## config.mk

```make
export PLATFORM = sky130hd
export DESIGN_NAME = read_pair_alignment_classifier
export DESIGN_NICKNAME = d
export VERILOG_FILES = /design/src/design/rpac_pkg.sv /design/src/design/rpac_front.sv /design/src/design/rpac_core.sv /design/src/design/read_pair_alignment_classifier.sv
export SDC_FILE = /design/constraint.sdc
export NUM_CORES = 2
export LEC_CHECK = 0
export ABC_CLOCK_PERIOD_IN_PS = 9850
export BUFFER_PORTS_ARGS = -buffer_cell sky130_fd_sc_hd__clkbuf_2
export CAP_MARGIN = 0
export CORE_ASPECT_RATIO = 0.9
export CORE_MARGIN = 5
export CORE_UTILIZATION = 55
export CTS_BUF_LIST = sky130_fd_sc_hd__clkbuf_4
export CTS_CLUSTER_DIAMETER = 30
export DETAILED_ROUTE_END_ITERATION = 16
export HOLD_SLACK_MARGIN = 0.03
export PLACE_DENSITY = 0.69
export SYNTH_ARGS = -nofsm -noshare
export SYNTH_HDL_FRONTEND = slang
export SYNTH_SLANG_ARGS = --single-unit
```

## constraint.sdc

```tcl
create_clock -name clock -period 9.85 [get_ports clock]
set_input_delay 0.4925 -clock clock [delete_from_list [all_inputs] [get_ports clock]]
set_output_delay 0.4925 -clock clock [all_outputs]
set_load 0.01 [all_outputs]
```

## src/design/rpac_pkg.sv

```systemverilog
// Package for the read-pair alignment classifier: types, codes and widths.
`timescale 1ns / 1ps
package rpac_pkg;

   // Field and register widths
   localparam int unsigned QUAL_W   = 8;
   localparam int unsigned LEN_W    = 16;
   localparam int unsigned OPT_W    = 4;
   localparam int unsigned OPLEN_W  = 28;
   localparam int unsigned Q16_W    = 17;
   localparam int unsigned PROD_W   = Q16_W + LEN_W;
   localparam int unsigned EDIT_W   = 32;
   localparam int unsigned FRAC_W   = 16;
   localparam int unsigned PCLS_W   = 3;
   localparam int unsigned CSR_IDX_W = 2;

   // Register reset values (0.2 and 0.1 in Q1.16)
   localparam logic [Q16_W-1:0]  CLIP_TOL_RESET = Q16_W'(13107);
   localparam logic [Q16_W-1:0]  MM_RATE_RESET  = Q16_W'(6554);
   localparam logic [QUAL_W-1:0] MIN_QUAL_RESET = '0;

   // Register indexes
   localparam logic [CSR_IDX_W-1:0] CSR_CLIP_TOL = 2'd0;
   localparam logic [CSR_IDX_W-1:0] CSR_MM_RATE  = 2'd1;
   localparam logic [CSR_IDX_W-1:0] CSR_MIN_QUAL = 2'd2;

   // CIGAR op codes that count as edits
   localparam logic [OPT_W-1:0] OP_INS  = 4'd1;
   localparam logic [OPT_W-1:0] OP_DEL  = 4'd2;
   localparam logic [OPT_W-1:0] OP_SOFT = 4'd4;
   localparam logic [OPT_W-1:0] OP_MISM = 4'd8;

   // Per-mate class
   typedef enum logic [2:0] {
      CLS_NONE     = 3'd0,
      CLS_ANCHOR   = 3'd1,
      CLS_ORPHAN   = 3'd2,
      CLS_SOFT     = 3'd3,
      CLS_MULTIPLE = 3'd4
   } mate_class_type;

   // Pair type codes
   localparam logic [PCLS_W-1:0] PAIR_ORPHAN   = 3'd0;
   localparam logic [PCLS_W-1:0] PAIR_SOFT     = 3'd1;
   localparam logic [PCLS_W-1:0] PAIR_MULTIPLE = 3'd2;
   localparam logic [PCLS_W-1:0] PAIR_NORMAL   = 3'd3;
   localparam logic [PCLS_W-1:0] PAIR_OTHER    = 3'd4;

   // One op after the front stage, with its per-item compares done
   typedef struct packed {
      logic               mate_select;
      logic               mate_unmapped;
      logic               qual_ok;
      logic               len_nonzero;
      logic               is_edit;
      logic [OPLEN_W-1:0] op_length;
      logic               first_op;
      logic               last_op;
      logic               is_clip;
      logic [PROD_W-1:0]  rate_bound;
   } op_item_type;

   // Result out of the classifier core
   typedef struct packed {
      logic              emit;
      logic [PCLS_W-1:0] pair_class;
      logic              mates_swapped;
   } pair_result_type;

endpackage

```

## src/design/rpac_front.sv

```systemverilog
// Front stage: input register with clip-limit and mismatch-bound products.
`timescale 1ns / 1ps
module rpac_front
   import rpac_pkg::*;
(
   input  logic               clock,
   input  logic               reset,
   input  logic               take,
   input  logic               drain,
   input  logic               mate_select,
   input  logic               mate_unmapped,
   input  logic [QUAL_W-1:0]  map_quality,
   input  logic [LEN_W-1:0]   read_length,
   input  logic [OPT_W-1:0]   op_type,
   input  logic [OPLEN_W-1:0] op_length,
   input  logic               first_op,
   input  logic               last_op,
   input  logic [Q16_W-1:0]   clip_tol,
   input  logic [Q16_W-1:0]   mm_rate,
   input  logic [QUAL_W-1:0]  min_qual,
   output logic               item_valid,
   output op_item_type        item
);

   logic [PROD_W-1:0] clip_prod;
   logic [Q16_W-1:0]  clip_limit;
   op_item_type       item_in;
   op_item_type       item_ff;
   logic              valid_in;
   logic              valid_ff;

   // Per-item compares; the config must be stable while items are in flight (not enforced)
   always_comb begin
      clip_prod = PROD_W'(clip_tol) * PROD_W'(read_length);
      clip_limit = clip_prod[PROD_W-1:FRAC_W];
      item_in.mate_select   = mate_select;
      item_in.mate_unmapped = mate_unmapped;
      item_in.qual_ok       = (map_quality >= min_qual);
      item_in.len_nonzero   = (read_length != '0);
      item_in.is_edit       = (op_type == OP_INS) || (op_type == OP_DEL) ||
                              (op_type == OP_SOFT) || (op_type == OP_MISM);
      item_in.op_length     = op_length;
      item_in.first_op      = first_op;
      item_in.last_op       = last_op;
      item_in.is_clip       = (op_type == OP_SOFT) &&
                              (op_length >= OPLEN_W'(clip_limit));
      item_in.rate_bound    = PROD_W'(mm_rate) * PROD_W'(read_length);
   end

   // Occupancy
   always_comb begin
      valid_in = valid_ff;
      if (take) begin
         valid_in = 1'b1;
      end else if (drain) begin
         valid_in = 1'b0;
      end
   end

   always_ff @(posedge clock) begin
      if (reset) begin
         valid_ff <= 1'b0;
      end else begin
         valid_ff <= valid_in;
      end
   end

   // Payload
   always_ff @(posedge clock) begin
      if (take) begin
         item_ff <= item_in;
      end
   end

   assign item_valid = valid_ff;
   assign item       = item_ff;

endmodule

```

## src/design/rpac_core.sv

```systemverilog
// Classifier core: per-mate edit sum, head clip, mate class and pair type.
`timescale 1ns / 1ps
module rpac_core
   import rpac_pkg::*;
(
   input  logic            clock,
   input  logic            reset,
   input  logic            fire,
   input  logic            mm_rate_on,
   input  op_item_type     item,
   output pair_result_type result
);

   logic [EDIT_W-1:0]   edit_sum_ff;
   logic [EDIT_W-1:0]   edit_sum_in;
   logic                head_clip_ff;
   logic                head_clip_in;
   mate_class_type      first_cls_ff;
   mate_class_type      first_cls_in;
   logic [EDIT_W-1:0]   edit_base;
   logic [EDIT_W:0]     edit_wide;
   logic [PROD_W+FRAC_W-1:0] edit_scaled;
   mate_class_type      cls;
   mate_class_type      partner;
   logic                swapped;
   logic [PCLS_W-1:0]   pair_code;

   // Edit sum and head clip, restarted on the first op of a mate
   always_comb begin
      edit_base    = item.first_op ? '0 : edit_sum_ff;
      head_clip_in = item.first_op ? item.is_clip : head_clip_ff;
      edit_wide    = {1'b0, edit_base} +
                     (item.is_edit ? (EDIT_W+1)'(item.op_length) : '0);
      edit_sum_in  = edit_wide[EDIT_W] ? '1 : edit_wide[EDIT_W-1:0];
      edit_scaled  = {(PROD_W+FRAC_W-EDIT_W)'(0), edit_sum_in} << FRAC_W;
   end

   // Mate class on its last op
   always_comb begin
      if (item.mate_unmapped) begin
         cls = CLS_ORPHAN;
      end else if (head_clip_in && item.is_clip) begin
         cls = CLS_NONE;
      end else if (head_clip_in || item.is_clip) begin
         cls = CLS_SOFT;
      end else if (item.qual_ok) begin
         cls = CLS_ANCHOR;
      end else if (mm_rate_on && item.len_nonzero &&
                   (edit_scaled <= (PROD_W+FRAC_W)'(item.rate_bound))) begin
         cls = CLS_MULTIPLE;
      end else begin
         cls = CLS_NONE;
      end
   end

   // Pair type: the anchor goes first, swapping if mate 1 holds it
   always_comb begin
      swapped = (first_cls_ff != CLS_ANCHOR) && (cls == CLS_ANCHOR);
      partner = swapped ? first_cls_ff : cls;
      pair_code = PAIR_OTHER;
      if (swapped || (first_cls_ff == CLS_ANCHOR)) begin
         case (partner)
            CLS_ORPHAN:   pair_code = PAIR_ORPHAN;
            CLS_SOFT:     pair_code = PAIR_SOFT;
            CLS_MULTIPLE: pair_code = PAIR_MULTIPLE;
            CLS_ANCHOR:   pair_code = PAIR_NORMAL;
            default:      pair_code = PAIR_OTHER;
         endcase
      end
      result.emit          = item.last_op && item.mate_select;
      result.pair_class    = pair_code;
      result.mates_swapped = swapped;
   end

   // Stored mate 0 class, cleared once a pair goes out
   always_comb begin
      first_cls_in = first_cls_ff;
      if (item.last_op) begin
         first_cls_in = item.mate_select ? CLS_NONE : cls;
      end
   end

   always_ff @(posedge clock) begin
      if (reset) begin
         edit_sum_ff  <= '0;
         head_clip_ff <= 1'b0;
         first_cls_ff <= CLS_NONE;
      end else if (fire) begin
         edit_sum_ff  <= edit_sum_in;
         head_clip_ff <= head_clip_in;
         first_cls_ff <= first_cls_in;
      end
   end

endmodule

```

## src/design/read_pair_alignment_classifier.sv

```systemverilog
// Top level of the read-pair alignment classifier.
//
// Usage: CIGAR ops of mate 0 and then mate 1 arrive one item at a time on
// the req_ channel (valid/stall). One result item, the pair type and a
// swap flag, leaves on the rsp_ channel after the last op of mate 1;
// every other op produces no result.
// Path: an accepted op passes the front register, then the classifier
// core into the output register that drives rsp_valid.
// Throughput: one op per cycle unless a held result stalls a pair-ending
// op, set by the per-mate edit sum that the core reads and writes per op.
// While rsp_stall holds a result, ops that give no result keep flowing;
// the next pair-ending op waits in the front register and req_stall rises.
// Reset (synchronous, active high) clears the edit sum, head-clip flag,
// stored mate 0 class and all valid flags, and loads the register
// defaults (clip tolerance 0.2, mismatch rate 0.1, min quality 0). The user
// must write registers through csr_ only while the block is idle (not enforced).
`timescale 1ns / 1ps
module read_pair_alignment_classifier
   import rpac_pkg::*;
(
   input  logic                 clock,
   input  logic                 reset,
   input  logic                 req_valid,
   output logic                 req_stall,
   input  logic                 req_mate_select,
   input  logic                 req_mate_unmapped,
   input  logic [QUAL_W-1:0]    req_map_quality,
   input  logic [LEN_W-1:0]     req_read_length,
   input  logic [OPT_W-1:0]     req_op_type,
   input  logic [OPLEN_W-1:0]   req_op_length,
   input  logic                 req_first_op,
   input  logic                 req_last_op,
   output logic                 rsp_valid,
   input  logic                 rsp_stall,
   output logic [PCLS_W-1:0]    rsp_pair_class,
   output logic                 rsp_mates_swapped,
   input  logic                 csr_write_enable,
   input  logic [CSR_IDX_W-1:0] csr_index,
   input  logic [Q16_W-1:0]     csr_write_data
);

   logic [Q16_W-1:0]  clip_tol_ff;
   logic [Q16_W-1:0]  mm_rate_ff;
   logic [QUAL_W-1:0] min_qual_ff;
   logic              item_valid;
   op_item_type       item;
   pair_result_type   result;
   logic              out_free;
   logic              advance;
   logic              take;
   logic              out_load;
   logic              rsp_valid_ff;
   logic              rsp_valid_in;
   logic [PCLS_W-1:0] rsp_class_ff;
   logic              rsp_swap_ff;

   // Configuration registers
   always_ff @(posedge clock) begin
      if (reset) begin
         clip_tol_ff <= CLIP_TOL_RESET;
         mm_rate_ff  <= MM_RATE_RESET;
         min_qual_ff <= MIN_QUAL_RESET;
      end else if (csr_write_enable) begin
         case (csr_index)
            CSR_CLIP_TOL: clip_tol_ff <= csr_write_data;
            CSR_MM_RATE:  mm_rate_ff  <= csr_write_data;
            CSR_MIN_QUAL: min_qual_ff <= csr_write_data[QUAL_W-1:0];
            default:      ;
         endcase
      end
   end

   // Flow control: only pair-ending items need the output register
   always_comb begin
      out_free  = !rsp_valid_ff || !rsp_stall;
      advance   = item_valid && (!result.emit || out_free);
      req_stall = item_valid && !advance;
      take      = req_valid && !req_stall;
      out_load  = advance && result.emit;
   end

   rpac_front u_front (
      .clock         (clock),
      .reset         (reset),
      .take          (take),
      .drain         (advance),
      .mate_select   (req_mate_select),
      .mate_unmapped (req_mate_unmapped),
      .map_quality   (req_map_quality),
      .read_length   (req_read_length),
      .op_type       (req_op_type),
      .op_length     (req_op_length),
      .first_op      (req_first_op),
      .last_op       (req_last_op),
      .clip_tol      (clip_tol_ff),
      .mm_rate       (mm_rate_ff),
      .min_qual      (min_qual_ff),
      .item_valid    (item_valid),
      .item          (item)
   );

   rpac_core u_core (
      .clock      (clock),
      .reset      (reset),
      .fire       (advance),
      .mm_rate_on (mm_rate_ff != '0),
      .item       (item),
      .result     (result)
   );

   // Output register
   always_comb begin
      rsp_valid_in = rsp_valid_ff;
      if (out_load) begin
         rsp_valid_in = 1'b1;
      end else if (!rsp_stall) begin
         rsp_valid_in = 1'b0;
      end
   end

   always_ff @(posedge clock) begin
      if (reset) begin
         rsp_valid_ff <= 1'b0;
      end else begin
         rsp_valid_ff <= rsp_valid_in;
      end
   end

   always_ff @(posedge clock) begin
      if (out_load) begin
         rsp_class_ff <= result.pair_class;
         rsp_swap_ff  <= result.mates_swapped;
      end
   end

   assign rsp_valid         = rsp_valid_ff;
   assign rsp_pair_class    = rsp_class_ff;
   assign rsp_mates_swapped = rsp_swap_ff;

   // Checks
   a_stall_needs_item: assert property (@(posedge clock) disable iff (reset)
      req_stall |-> item_valid)
      else $error("req_stall with an empty front register");

   a_load_shows: assert property (@(posedge clock) disable iff (reset)
      out_load |=> rsp_valid)
      else $error("loaded result not presented");

   a_no_overwrite: assert property (@(posedge clock) disable iff (reset)
      (rsp_valid_ff && rsp_stall) |-> !out_load)
      else $error("held result overwritten");

   a_swap_not_normal: assert property (@(posedge clock) disable iff (reset)
      (rsp_valid && rsp_mates_swapped) |-> (rsp_pair_class != PAIR_NORMAL))
      else $error("swapped pair reported as normal");

endmodule
```

; Word-level counts from Yosys, hierarchy flattened
; Index checks and enable logic that the tools add are counted.
[totals]
regBits = 153
in_bits = 84
out_inout_bits = 6
wordCells = 86
[classes]
mux = 16
n_reduce_logical = 30
n_lt_le_gt_ge = 3
multipliers = 2
n_addsub = 1
n_eq_ne = 14
[ops]
columns = cell, n
row1 = $mul 17x16->33, 2
row2 = $mux 32, 2
row3 = $le 48x33->1, 1
row4 = $add 32x33->33, 1
row5 = $ge 28x17->1, 1
row6 = $mux 28, 1
row7 = $mux 3, 7
row8 = $reduce_bool 17->1, 1
row9 = $reduce_bool 16->1, 1
row10 = $pmux 3 s4, 1
row11 = $logic_and 1x1->1, 10
row12 = $eq 3x1->1 const B, 3
row13 = $ge 8x8->1, 1
row14 = $reduce_and 2->1, 4
row15 = $logic_or 1x1->1, 7
row16 = $eq 3x2->1 const B, 2
row17 = $logic_not 1->1, 5
row18 = $mux 1, 5
row19 = $eq 4x1->1 const B, 1
row20 = $eq 4x2->1 const B, 1
row21 = $eq 4x3->1 const B, 1
row22 = $eq 4x4->1 const B, 1
row23 = $eq 3x3->1 const B, 1
row24 = $ne 3x1->1 const B, 1
row25 = other kinds (5), 5

; Longest topological paths before layout
[logic_depth]
depth_word = 15
ltp_mapped = 32

; By module
; From an unflattened synthesis, not the netlist that was laid out.
[unflattened]
cells_unflattened = 3072
area_unflattened_um2 = 26984.6
[modules_own_cells]
columns = module, seq_area_each_um2, area_each_um2, cells_per_inst, instances
row1 = rpac_front, 2092.0, 20709.9, 2267, 1
row2 = rpac_core, 720.7, 4516.8, 610, 1
row3 = read_pair_alignment_classifier, 980.9, 1757.9, 195, 1

; Worst setup path after synthesis
; Ideal clock, no wire load.
[synth_timing]
path_kind = in2reg
start = input req_read_length[3]
end = register u_front.item_ff (netlist bit u_front.item[33]) (data pin)
arrival_ns = 6.944
path_buffers = 2
path_stages = 30
setup_time_ns = 0.273
path_slack_ns = 2.633
required_ns = 9.577
path_cell_list = clkbuf_1 clkbuf_1 nand2_1 fa_1 fa_1 fa_1 inv_1 fa_1 fa_1 inv_1 fa_1 inv_1 ha_1 and3_1 a22oi_1 o211ai_1 a21oi_1 nor2b_1 nor2_1 xor2_1 ha_1 a21o_1 a21o_1 a21o_1 a21o_1 a21o_1 a21oi_1 nor2b_1 o211ai_1 a41oi_1
[synth_lines]
columns = element, line
row1 = start: declaration, read_pair_alignment_classifier.sv:28  ; input logic [LEN_W-1:0] req_read_length,
row2 = end signal: assignment, rpac_front.sv:71  ; item_ff <= item_in;
row3 = end: declaration, rpac_front.sv:28  ; op_item_type item_ff;

==> impl_metrics.csv <==
group,metric,value,unit
floorplanning,floorplan.initialDensity,55.7,%
worst_setup_path,slowest_cell_on_the_critical_path,"sky130_fd_sc_hd__dfxtp_1",
clock_network,insertion_delay,0.75,ns
grt,antenna_found_initial,6,
min_path,timing.hold.worst.class,"in2reg",
timing,setup_skew_after_layout,0.0384,ns
clock_network,clk_pin_slew,0.21,ns
power_and_ir_drop,ir_worst_vdd,626,µV
clock_network,tritoncts,"done",
synthesis,postSynthRegisterBits,153,
timing,setup_viol_count_final,0,
floorplanning,die_h,216,µm
synthesis,synth-async-reset-ratio,0,%
synthesis,dominantRegCellSynth,"sky130_fd_sc_hd__dfxtp_1",
synthesis,syn-mean-instance-area,8.87,µm²
timing,fin_ws,2.03,ns
timing,share_of_the_clock_period_used_by_the_worst_path_after_layout,79.4,%
drt,number_of_search_and_repair_iterations_in_the_first_detailed_routing_pass,7,
synthesis,synth-simple-area-share,19.3,%
synthesis,yosys.area_share.xor_xnor,2.09,%
grt,globalRouteOverflowTotal,0,
power_and_ir_drop,static-leakage-power,13.7,nW
synthesis,yosys.area_share.adder,45.5,%
grt,grtUsageTotal,27.1,%
synthesis,synth_top_area_share,32.1,%
layout,syn_to_final_growth,6.08,%
layout,final_core_utilization,59.1,%
worst_setup_path,startpoint_type,"flop",
timing,slew_headroom,26.2,%
drt,detail-route-antenna-nets,0,
grt,grt_pass1_wl,111000,µm
floorplanning,number_of_core_rows,75,
worst_setup_path,timing.setup.critical_path_class,"reg2reg",
timing,slew_viol_final,0,
clock_network,post-cts-setup-buffers,0,
floorplanning,die-width,239,µm
clock_network,cts-root-to-sink-buffers,2,
drt,drt_iter0_markers,1737,
synthesis,synth.net_count,3707,
timing,unrepaired_setup_endpoints_after_global_routing,"false",
grt,grt_start_max_net_pins,64,
placement,dpl_worst_slack,1.68,ns
drt,residual_drc,0,
clock_network,h_tree_level_count,4,
drt,drt-total-wl,68000,µm
floorplanning,die_area,51700,µm²
synthesis,synth_commonest_cells,"sky130_fd_sc_hd__inv_1, sky130_fd_sc_hd__nand2_1, sky130_fd_sc_hd__fa_1",
floorplanning,core_area,46600,µm²
synthesis,synthDominantAreaCellType,"sky130_fd_sc_hd__fa_1",
clock_network,cts-root-buf,"sky130_fd_sc_hd__clkbuf_4",
synthesis,muxShareOfSynthArea,0.482,%
timing,report.final.hold_viol_count,0,
worst_setup_path,worst_setup_path_end_kind,"flop",
synthesis,ys_seq_area_share,14.6,%
synthesis,synth_compound_area_share,8.06,%
worst_setup_path,cp.required,10.34,ns
grt,grt_pass1_vias,20742,
worst_setup_path,critical_path_peak_fanout,17,
timing,clock.fmax,128,MHz
worst_setup_path,cpLargestDelayFamily,"adder cells",
layout,final_nets,3731,
clock_network,clkSinkCount,153,
placement,io_buffers,89,
flow_run,max_cap_viol_count,0,
clock_network,cts_made_buffers,17,
drt,detailroute.via_count,20189,
synthesis,synthesis.area,26000,µm²
synthesis,synth_cell_types,79,
placement,hpwlAfterDp,51500,µm
synthesis,netlist_instances,2928,
synthesis,yosysMostFrequentCell,"sky130_fd_sc_hd__inv_1",
timing,worst_pin_slew,1.10,ns
synthesis,synth_edf_count,73,
drt,post_drt_via_cell_ratio,5.63,
drt,drt-wirelength-per-cell,19.0,µm
status,status,"completed",
worst_setup_path,timing.critical_path.arrival,8.31,ns
synthesis,synth_top_family_by_area,"adder cells",
timing,fin_setup_tns,0,ns
placement,gp_routability_congestion,0.938,
worst_setup_path,max_stage_delay,0.92,ns
layout,num-fill-cells,4024,
power_and_ir_drop,power.density_cell_area,260,nW/µm²
worst_setup_path,crit_buf_inv,6,
floorplanning,floorplan.io_pins,90,
layout,post_route_cells_drive_above_1_share,5.83,%
timing,final.min_clock_period,7.82,ns
synthesis,ys.warnings.count,0,
synthesis,yosys-top-cells-area,"sky130_fd_sc_hd__fa_1, sky130_fd_sc_hd__ha_1, sky130_fd_sc_hd__edfxtp_1",
-- final timing paths --
path                             to  slack [ns]  cells after the start                    from
max                u_front.item[33]        2.03                     30          clip_tol_ff[5]
min                 clip_tol_ff[11]        0.20                      4            csr_index[1]
max reg2reg        u_front.item[33]        2.03                     30          clip_tol_ff[5]
min reg2reg  u_core.edit_sum_ff[15]        0.51                      2  u_core.edit_sum_ff[15]
-- cells in the final DEF (no fill, tap or decap), types with 12 or more instances in the layout --
cell                            netlist  final
sky130_fd_sc_hd__a21o_1              43     43
sky130_fd_sc_hd__a21oi_1             87     87
sky130_fd_sc_hd__and2_1             260    259
sky130_fd_sc_hd__and3_1              13     13
sky130_fd_sc_hd__clkbuf_2             0     89
sky130_fd_sc_hd__clkbuf_4             0     17
sky130_fd_sc_hd__dfxtp_1             80     80
sky130_fd_sc_hd__dlygate4sd3_1        0     52
sky130_fd_sc_hd__edfxtp_1            73     73
sky130_fd_sc_hd__fa_1               416    416
sky130_fd_sc_hd__ha_1               279    279
sky130_fd_sc_hd__inv_1              535    535
sky130_fd_sc_hd__nand2_1            430    430
sky130_fd_sc_hd__nand2b_1            21     21
sky130_fd_sc_hd__nand3_1             34     34
sky130_fd_sc_hd__nand4_1             18     18
sky130_fd_sc_hd__nor2_1              75     75
sky130_fd_sc_hd__nor2b_1             38     38
sky130_fd_sc_hd__nor3_1              60     60
sky130_fd_sc_hd__nor4_1              15     15
sky130_fd_sc_hd__o211ai_1            12     12
sky130_fd_sc_hd__o21a_1              18     18
sky130_fd_sc_hd__o21ai_0             57     57
sky130_fd_sc_hd__or2_2               17     17
sky130_fd_sc_hd__xnor2_1             48     48
sky130_fd_sc_hd__xor2_1              14     14
-- report_power, final --
part / total (W) / switching, W / leakage (nW) / internal [W]
Clock: 0.000445 / 0.000320 / 0.168 / 0.000125
Sequential: 0.000944 / 0.0000609 / 1.37 / 0.000884
Combinational: 0.00576 / 0.00328 / 12.2 / 0.00248
-- worst min-delay path, cell delays in order --
cell and delay, ns:
sky130_fd_sc_hd__clkbuf_2 0.13, sky130_fd_sc_hd__nor3b_2 0.15, sky130_fd_sc_hd__nand2_1 0.11, sky130_fd_sc_hd__a21oi_1 0.06
-- metal layers --
metal  track usage [%]  share of wire, %
met5                 0             0.029
met4              7.63               2.4
met3              5.10               8.0
met2              42.0                46
met1              39.4                44
-- cells by family after synthesis --
logic type | Yosys count
AOI/OAI and AO/OA | 311
xor gates and xnor gates | 62
buffers and inverters | 681
muxes | 12
and+or+nand+nor | 1014
adders and majority gates | 695
DFF | 153
-- state kept, by name (all words and copies together) (netlist names) --
signal	count
rsp_pair_class	3
u_front.item_valid	1
u_core.head_clip_ff	1
rsp_mates_swapped	1
clip_tol_ff	17
rsp_valid	1
u_core.edit_sum_ff	32
mm_rate_ff	17
u_core.first_cls_ff	3
u_front.item	69
min_qual_ff	8
-- timing repair --
item                       CTS  global route
hold buffers                52             0
setup endpoints to repair    0             0
hold endpoints to repair    76             0
gates resized for setup      0             0
-- cell type report --
cell class | instances | area, µm² | area share [%]
Clock buffer | 17 | 128 | 0.463
Timing Repair Buffer | 150 | 1030 | 3.75
Tap cell | 616 | 771 | 2.80
Sequential cell | 153 | 3790 | 13.8
Antenna cell | 5 | 12.5 | 0.0454
Multi-Input combinational cell | 2094 | 19600 | 71.2
Clock inverter | 15 | 189 | 0.686
Inverter | 536 | 2010 | 7.30
-- metrics by stage --
step                      area [µm²]  hold WS (ns)  instances  power [W]
final                          27500         0.200       3586    0.00715
after global routing           27500         0.150       3585    0.00801
after CTS                      27500         0.110       3581    0.00720
after detailed placement       26700         0.484       3497    0.00669
after global placement         26700         0.477       3497    0.00651
after floorplan                26000         0.463       2928    0.00519
(Power assumes the default switching activity.)
